File: src/rtl/tcprr_pkg.sv
// ----------------------------------------------------------------------------
// tcprr_pkg
// types and constants of the tcp receive reassembly tracker
// ----------------------------------------------------------------------------
`timescale 1ns / 1ps
`default_nettype none

package tcprr_pkg;

    localparam int MAX_GAPS = 16;

    localparam logic [16:0] BUF_LEN_RESET = 17'd10240;

    localparam logic CFG_BUFFER_LENGTH    = 1'b0;
    localparam logic CFG_INITIAL_SEQUENCE = 1'b1;

    localparam logic RESULT_ACK = 1'b0;
    localparam logic RESULT_FIN = 1'b1;

    typedef enum logic [1:0] {
        S_IDLE,
        S_WALK_A,
        S_WALK_B,
        S_FINISH
    } t_state;

    typedef enum logic {
        PHASE_MATCH,
        PHASE_INSERT
    } t_phase;

    // token handed from cell to cell
    typedef struct packed {
        logic        active;
        t_phase      phase;
        logic        found;
        logic        split_pend;
        logic [31:0] split_end;
        logic        open_pend;
        logic        any_gap;
        logic [31:0] min_start;
    } t_carry;

    // segment values seen by every cell
    typedef struct packed {
        logic signed [33:0] rel;
        logic signed [33:0] seg_end;
        logic               size_nz;
        logic [31:0]        highest;
    } t_bcast;

endpackage

`default_nettype wire

File: src/rtl/tcprr_cell.sv
// ----------------------------------------------------------------------------
// tcprr_cell
// one gap entry of the chain, trims, splits or takes a gap as the token passes
// ----------------------------------------------------------------------------
`timescale 1ns / 1ps
`default_nettype none

module tcprr_cell
    import tcprr_pkg::*;
(
    input  wire logic   i_clk,
    input  wire logic   i_rst_n,
    input  wire t_bcast i_bcast,
    input  wire t_carry i_carry,
    output t_carry      o_carry
);

    logic        r_valid, n_valid;
    logic [31:0] r_start, n_start;
    logic [31:0] r_end, n_end;
    t_carry      r_carry, n_carry;

    logic signed [33:0] w_s;
    logic signed [33:0] w_e;

    assign w_s = $signed({2'b00, r_start});
    assign w_e = $signed({2'b00, r_end});

    always_comb begin
        n_valid = r_valid;
        n_start = r_start;
        n_end   = r_end;
        n_carry = i_carry;
        if (i_carry.active) begin
            if (i_carry.phase == PHASE_MATCH) begin
                if (i_bcast.size_nz && !i_carry.found && r_valid) begin
                    if (i_bcast.rel == w_s) begin
                        if (i_bcast.seg_end < w_e) begin
                            n_start = i_bcast.seg_end[31:0];
                        end else begin
                            n_valid = 1'b0;
                        end
                        n_carry.found = 1'b1;
                    end else if (i_bcast.rel > w_s && i_bcast.rel < w_e) begin
                        n_end = i_bcast.rel[31:0];
                        if (i_bcast.seg_end < w_e) begin
                            n_carry.split_pend = 1'b1;
                            n_carry.split_end  = r_end;
                        end
                        n_carry.found = 1'b1;
                    end
                end
            end else begin
                if (!r_valid && i_carry.split_pend) begin
                    n_valid            = 1'b1;
                    n_start            = i_bcast.seg_end[31:0];
                    n_end              = i_carry.split_end;
                    n_carry.split_pend = 1'b0;
                end else if (!r_valid && i_carry.open_pend) begin
                    n_valid           = 1'b1;
                    n_start           = i_bcast.highest;
                    n_end             = i_bcast.rel[31:0];
                    n_carry.open_pend = 1'b0;
                end
                if (n_valid && (!n_carry.any_gap || n_start < n_carry.min_start)) begin
                    n_carry.min_start = n_start;
                    n_carry.any_gap   = 1'b1;
                end
            end
        end
    end

    always_ff @(posedge i_clk) begin
        r_start <= n_start;
        r_end   <= n_end;
        if (!i_rst_n) begin
            r_valid <= 1'b0;
            r_carry <= '0;
        end else begin
            r_valid <= n_valid;
            r_carry <= n_carry;
        end
    end

    assign o_carry = r_carry;

endmodule

`default_nettype wire

File: config.mk
export PLATFORM = sky130hd
export DESIGN_NAME = tcprr_cell
export DESIGN_NICKNAME = d
export VERILOG_FILES = /design/src/rtl/tcprr_pkg.sv /design/src/rtl/tcprr_cell.sv
export SDC_FILE = /design/constraint.sdc
export NUM_CORES = 1
export LEC_CHECK = 0
export CAP_MARGIN = 15
export CORE_ASPECT_RATIO = 0.6
export CORE_MARGIN = 4
export CORE_UTILIZATION = 41
export CTS_CLUSTER_SIZE = 12
export DETAILED_ROUTE_END_ITERATION = 12
export DONT_BUFFER_PORTS = 1
export PLACE_DENSITY = 0.55
export SKIP_LAST_GASP = 1
export SYNTH_ARGS = -nofsm -noshare
export SYNTH_HDL_FRONTEND = slang
export SYNTH_SLANG_ARGS = --single-unit
File: constraint.sdc
create_clock -name i_clk -period 5.02 [get_ports i_clk]
set_input_delay 0.251 -clock i_clk [delete_from_list [all_inputs] [get_ports i_clk]]
set_output_delay 0.251 -clock i_clk [all_outputs]
set_load 0.02 [all_outputs]
==> flow_summary.ini, run 1 <==
[status]
run_status = finished clean

[grt]
grt_pass1_wl_mm = 44.7
grt_overflow_total = 0
grt_start_max_net_pins = 114
first_global_vias = 7419
antenna_found_initial = 0
globalRouteTotalUtil_pct = 24.3

[floorplanning]
core_area_sq_mm = 0.0213
num_io_pins = 243
std_cell_rows = 41
die_extent_in_y_um = 123
die_x_um = 200
design.die.area_sq_mm = 0.0245
starting_density_of_the_core_pct = 42.3

[pwr]
powerDensity_mw_per_mm2 = 293
vdd_drop_max_mv = 0.253
leakage_nw = 4.74

[worst_setup_path]
cp_num_cells = 15
critical_path.reg2reg.startpoint = r_valid
cp.required_ps = 5390
worst_path_largest_cell_delay_ps = 600
worstPathMaxFanout = 64
crit_top_cell = sky130_fd_sc_hd__a21oi_1
timing.reg2reg.setup_slack_ps = 460
crit_path_from = r_valid
slowest_cp_cell = sky130_fd_sc_hd__dlygate4sd3_1
cp.arrival_ps = 4920
series_of_cell_instances_along_the_critical_path = nor2b_4 -> nor2_1 -> a21oi_1 -> a21oi_1 -> ha_1 -> nand4_1 -> or2_0 -> or3_1 -> a221oi_1 -> nor3_1 -> o211ai_1 -> buf_4 -> nand3_1 -> dlygate4sd3_1 -> o21ai_1
worstSetupStartpointType = register
reg2regPathDepth = 15
r2r-end = o_carry[26]
worst-path-buf-inv = 2
timing.critical_path.to_type = register
critPathCapture = o_carry[26]
path_delay_family = simple AND/OR/NAND/NOR gates
type_of_the_worst_setup_path = register to register

[placed_design]
gp_congestion = 0.888
placement.setup.worst_slack_ps = 849
input_output_buffers = 0
placed_cell_area_sq_mm = 0.00929
dp.final_hpwl_mm = 22.9

[flow_run]
maxCapViolations = 0

[clocking]
clock_input_transition_at_the_sequential_cells_of_the_worst_setup_and_hold_paths_ps = 70
cts_inserted_buffers = 17
clock_tree.htree_level_count = 4
clkLatencyLatePin_ps = 430
ctsRootBufferMaster = sky130_fd_sc_hd__clkbuf_16
numClockSinks = 135
tritoncts = yes
ctsLongestPathBuffers = 2

[sta]
final.period_utilization_pct = 90.8
final_hold_violations = 0
post_route_hold_slack_ps = 26.9
fmax_mhz = 219
minimum_clock_period_ps = 4560
worst_slew_margin_rel_pct = 37.8
timing.final.max_slew_violations = 0
finalWorstSetupSlack_ps = 463
finalSetupTns_ps = 0
grt_setup_unrepaired = false
setup_viol_count_final = 0
timing_worst_slew_pin_value_ps = 930
clock_skew_ps = 10.6

[synth]
yosysUniqueCellTypes = 47
syn-cell-area_sq_mm = 0.00903
synth_top_area_cell = sky130_fd_sc_hd__edfxtp_1
synthTopCellsByArea = sky130_fd_sc_hd__edfxtp_1, sky130_fd_sc_hd__ha_1, sky130_fd_sc_hd__dfxtp_1, sky130_fd_sc_hd__a21oi_1, sky130_fd_sc_hd__nand2_1
yosysWarningCount = 0
asyncSetResetFlopFracSynth_pct = 0
synth_top_area_share_pct = 21.3
postSynthRegisterBits = 135
synthFlopType = sky130_fd_sc_hd__dfxtp_1
synth_enable_flop_cells = 64
synth_cells = 1050
seq_area_frac_synth_pct = 37.0
synth_nets = 1348
synth.avg_cell_area_sq_um = 8.60

[routing]
drt-total-wl_mm = 30.2
firstDrtPassIters = 5
vias = 7791
wl_per_cell_um = 21.3
drt_drc_violations_left = 0
antenna_violating_nets_post_route = 0
via_density_per_instance = 5.50
detail_route.iter0.violations = 703

[final_layout]
postLayoutCellArea_sq_mm = 0.0108
drive_above_1_share_pct = 7.31
layout.core_utilization_pct = 50.8
fillerInstances = 2006
layout.nets = 1421
flow.area_growth_from_synthesis_pct = 20.1

[min_path]
hold_path_class = primary input to register
## synth_stat cells (17+ instances only)
master	count
sky130_fd_sc_hd__mux2i_1	33
sky130_fd_sc_hd__o21ai_0	21
sky130_fd_sc_hd__nand4_1	22
sky130_fd_sc_hd__o21ai_1	36
sky130_fd_sc_hd__edfxtp_1	64
sky130_fd_sc_hd__a21oi_1	130
sky130_fd_sc_hd__clkbuf_1	38
sky130_fd_sc_hd__nand2_1	121
sky130_fd_sc_hd__a21o_1	17
sky130_fd_sc_hd__ha_1	125
sky130_fd_sc_hd__dfxtp_1	71
sky130_fd_sc_hd__inv_1	102
sky130_fd_sc_hd__nor2_1	115
sky130_fd_sc_hd__mux2_2	32
sky130_fd_sc_hd__nand3_1	38
## worst min-delay path by stage
stage	slack [ps]	cells past startpoint	end	from
detailed placement	380	1	o_carry[68]	i_carry[68]
CTS	2	2	r_valid	i_carry[68]
global route	8	1	r_end[0]	i_carry[34]
global placement	370	1	o_carry[69]	i_carry[69]
floorplan	370	1	o_carry[68]	i_carry[68]
finish	30	2	r_valid	i_carry[68]
## metal layers
layer	wire (um)	part of all wire, %	global-route usage, %	vias to the layer above
li1	-	-	-	3849
met1	14100	47	35.0	3624
met2	12700	42	35.7	291
met3	2950	9.8	7.73	27
met4	418	1.4	5.81	0
met5	0	0	0	-
## state kept, by name, summed over array words and instances, names as in the netlist
| register | count |
|---|---|
| r_start | 32 |
| r_end | 32 |
| r_valid | 1 |
| o_carry | 70 |
## report_power, final
group	switching [W]	total (W)	internal, W
combinational	0.000324	0.000577	0.000253
clock	0.000532	0.00129	0.000763
sequential	0.0000779	0.00131	0.00123
## layout make-up
| class | instances | area (sq um) | area share, % |
|---|---|---|---|
| diodes | 1 | 2.50 | 0.0231 |
| clock inverters | 14 | 146 | 1.35 |
| clock buffers | 18 | 450 | 4.15 |
| well taps | 279 | 349 | 3.22 |
| inverters | 102 | 383 | 3.53 |
| repair buffers | 102 | 1030 | 9.46 |
| multi-input cells | 765 | 5140 | 47.4 |
| flip-flops and latches | 135 | 3340 | 30.8 |
## cell families after synthesis
| kind of cell | count (synthesis) | share of synthesized area, % |
|---|---|---|
| buf+inv | 151 | 6.61 |
| flops | 135 | 37.0 |
| mux | 65 | 7.65 |
| compound gates | 241 | 15.2 |
| simple gates | 333 | 16.2 |
| fa+ha+maj | 125 | 17.3 |
## worst register-to-register path: stages, from the launching register on
cell,delay [ps]
sky130_fd_sc_hd__dfxtp_1,450
sky130_fd_sc_hd__nor2b_4,480
sky130_fd_sc_hd__nor2_1,80
sky130_fd_sc_hd__a21oi_1,190
sky130_fd_sc_hd__a21oi_1,140
sky130_fd_sc_hd__ha_1,340
sky130_fd_sc_hd__nand4_1,100
sky130_fd_sc_hd__or2_0,310
sky130_fd_sc_hd__or3_1,420
sky130_fd_sc_hd__a221oi_1,350
sky130_fd_sc_hd__nor3_1,80
sky130_fd_sc_hd__o211ai_1,170
sky130_fd_sc_hd__buf_4,520
sky130_fd_sc_hd__nand3_1,180
sky130_fd_sc_hd__dlygate4sd3_1,600
sky130_fd_sc_hd__o21ai_1,80
## cell usage in the layout, fill, tap and decap left out, drive strengths merged, types with 3 or more instances in the layout
cell         count
a2111oi          6
a211oi           7
a21o            17
a21oi          130
a221oi           3
buf             11
clkbuf          18
clkinv           5
clkinvlp         3
dfxtp           71
dlygate4sd3     91
edfxtp          64
ha             125
inv            106
mux2            32
mux2i           33
nand2          121
nand2b           7
nand3           38
nand4           22
nor2           115
nor2b            4
nor3             7
nor4             3
o211ai           4
o21a             5
o21ai           58
or4              4
## metrics by stage
step	power (W)	cells
6_report	0.00318	1416
3_3_place_gp	0.00182	1290
4_1_cts	0.00320	1414
5_1_grt	0.00334	1415
3_5_place_dp	0.00182	1290
2_1_floorplan	0.00171	1050
## timing repair
item | in CTS | in global routing
hold endpoints to repair | 71 | 0
buffers inserted | 0 | 0
resized for setup | 0 | 1
setup endpoints to repair | 0 | 9
hold buffers | 92 | 0
Note: power is estimated with default switching activity, not from simulation.
==> run 2: changes to the inputs <==
--- a/config.mk
+++ b/config.mk
@@ -7,3 +7,2 @@
 export LEC_CHECK = 0
-export CAP_MARGIN = 15
 export CORE_ASPECT_RATIO = 0.6
==> constraint.sdc (replaced) <==
create_clock -name i_clk -period 4.6 [get_ports i_clk]
set_input_delay 0.92 -clock i_clk [delete_from_list [all_inputs] [get_ports i_clk]]
set_output_delay 0.92 -clock i_clk [all_outputs]
set_load 0.02 [all_outputs]
==> run 2 against run 1 <==
  * Sequential power is 8% higher
  * Hold slack improved by 510 ps
  * Routed wire length down 4.0%
  * Register-to-register slack gained 190 ps
  * Power rose by 6.9%
  * Clock-buffer cell count rose by 4
  * Sequential share of layout area rose by 2.6 points
  * Die area is the same
  * Non-clock buffer count fell by 81
  * Clock skew hardly changed
  * Cell count fell by 5.9%
  * Highest routed layer unchanged
  * Flip-flop and latch count unchanged
==> flow_summary.ini, run 2 (synthesis gave the netlist of run 1 again) <==
[clocking]
clock_input_transition_at_the_sequential_cells_of_the_worst_setup_and_hold_paths_ps = 60
ctsLongestPathBuffers = 2
numClockSinks = 135
cts_inserted_buffers = 17
post_cts_resize_count = 0
clkLatencyLatePin_ps = 430
tritoncts = yes
post_cts_buffers = 0
cts-hold-fix-buffers = 0
ctsRootBufferMaster = sky130_fd_sc_hd__clkbuf_16
clock_tree.htree_level_count = 4

[routing]
wl_per_cell_um = 21.7
vias = 7361
antenna_violating_nets_post_route = 0
drt_drc_violations_left = 0
drt-total-wl_mm = 28.9
detail_route.iter0.violations = 593
firstDrtPassIters = 5
via_density_per_instance = 5.52

[floorplanning]
starting_density_of_the_core_pct = 42.3
die_extent_in_y_um = 123
design.die.area_sq_mm = 0.0245
die_x_um = 200
core_area_sq_mm = 0.0213
std_cell_rows = 41
num_io_pins = 243

[pwr]
vdd_drop_max_mv = 0.262
combinational_power_share_pct = 16.6
p_int_w = 0.00242
p_sw_w = 0.000977
leakage_nw = 4.44
reg_power_share_pct = 41.9
powerDensity_mw_per_mm2 = 340
sw_frac_of_total_pct = 28.7
clock_power_share_pct = 41.5

[final_layout]
flow.area_growth_from_synthesis_pct = 10.8
antenna-diode-count = 0
most_frequent_cells_in_the_layout = sky130_fd_sc_hd__a21oi_1, sky130_fd_sc_hd__ha_1, sky130_fd_sc_hd__nand2_1
fillerInstances = 2106
multiInputGateArea_sq_mm = 0.00513
final-seq-area_sq_mm = 0.00334
postLayoutCellArea_sq_mm = 0.0100
leading_cell_type_in_the_layout_fill_and_taps_excluded = sky130_fd_sc_hd__a21oi_1
largest_register_ffs = 70
layout.nets = 1339
drive_above_1_share_pct = 8.82

[sta]
finalWorstSetupSlack_ps = 642
final_hold_violations = 0
post_route_hold_slack_ps = 538
fmax_mhz = 253
worst_slew_margin_rel_pct = 20.4
clock_skew_ps = 10.5
minimum_clock_period_ps = 3960
timing_worst_slew_pin_value_ps = 1160
grt_setup_unrepaired = false
final.period_utilization_pct = 86.0
finalSetupTns_ps = 0
timing.final.max_slew_violations = 0
setup_viol_count_final = 0

[grt]
antenna_found_initial = 0
grt_pass1_wl_mm = 43.1
grt_start_max_net_pins = 136
globalRouteTotalUtil_pct = 23.5
first_global_vias = 7046
grt_overflow_total = 0

[placed_design]
gp_congestion = 0.878
placed_cell_area_sq_mm = 0.00940
input_output_buffers = 0
dp.final_hpwl_mm = 23.5
placement.setup.worst_slack_ps = 217

[worst_setup_path]
r2r-end = o_carry[18]
cp.required_ps = 4940
timing.critical_path.to_type = register
worstSetupStartpointType = primary input
type_of_the_worst_setup_path = primary input to register
reg2regPathDepth = 13
critical_path.reg2reg.startpoint = r_valid
worstPathMaxFanout = 64
cp.arrival_ps = 4300
timing.reg2reg.setup_slack_ps = 650

[status]
run_status = finished clean

[min_path]
hold_path_end = o_carry[57]
hold_start = r_end[23]
hold_path_class = register to register
worst_hold_path.num_cells = 2

[flow_run]
maxCapViolations = 0
## run 2: changes by cell type in the layout (fill, tap and decap cells not counted), sizes merged
| cell | previous run | this run |
|---|---|---|
| dlygate4sd3 | 91 | 0 |
| buf | 11 | 21 |
| clkbuf | 18 | 22 |
| clkinvlp | 3 | 0 |
| clkinv | 5 | 7 |
| inv | 106 | 104 |
| bufinv | 2 | 1 |
| diode | 1 | 0 |
| nor2b | 4 | 3 |
## run 2: area by class of cell
class	instances	area share (%)
multi-input combinational	764	51.3
sequential	135	33.4
clock buffer	22	5.17
inverter	102	3.83
tap	279	3.49
timing repair buffer	21	1.95
clock inverter	10	0.875
## run 2: routing by layer
layer / GRT usage (%) / part of all wire [%]
met1: 32.8 / 46
met2: 34.7 / 42
met3: 8.52 / 10
met4: 6.02 / 1.4
met5: 0 / 0
## run 2: worst max path at each step
stage                            from          end  slack (ps)  cells past startpoint
after CTS                 i_carry[33]  o_carry[18]         670                     14
after global routing          r_valid  o_carry[18]         360                     14
after floorplan           i_bcast[60]   r_start[0]         200                      8
after detailed placement  i_carry[33]  o_carry[18]         220                     14
after global placement    i_carry[33]  o_carry[18]         260                     14
final                     i_carry[33]  o_carry[18]         640                     14
## run 2: stage by stage
step,util [%],std cells,power [W]
CTS,46.9,1333,0.00343
global route,46.9,1333,0.00357
global placement,44.0,1301,0.00201
detailed placement,44.0,1301,0.00201
finish,46.9,1333,0.00340
floorplan,-,1050,0.00186
## run 2: power by group through the flow
stage | Combinational [W] | Clock, W | Sequential [W]
floorplan | 0.000425 | 0 | 0.00144
global placement | 0.000558 | 0 | 0.00145
detailed placement | 0.000560 | 0 | 0.00145
CTS | 0.000564 | 0.00144 | 0.00143
global route | 0.000647 | 0.00150 | 0.00143
finish | 0.000563 | 0.00141 | 0.00142
## run 2: worst max-delay path: stages
cell and delay [ps]:
sky130_fd_sc_hd__nor2b_4 390, sky130_fd_sc_hd__nor2_1 70, sky130_fd_sc_hd__a21oi_1 190, sky130_fd_sc_hd__a21oi_1 180, sky130_fd_sc_hd__ha_1 350, sky130_fd_sc_hd__nand4_1 90, sky130_fd_sc_hd__or2_0 330, sky130_fd_sc_hd__or3_1 430
sky130_fd_sc_hd__a221oi_1 420, sky130_fd_sc_hd__nor3_1 90, sky130_fd_sc_hd__o211ai_1 270, sky130_fd_sc_hd__buf_12 300, sky130_fd_sc_hd__nand3_1 100, sky130_fd_sc_hd__o21ai_1 120
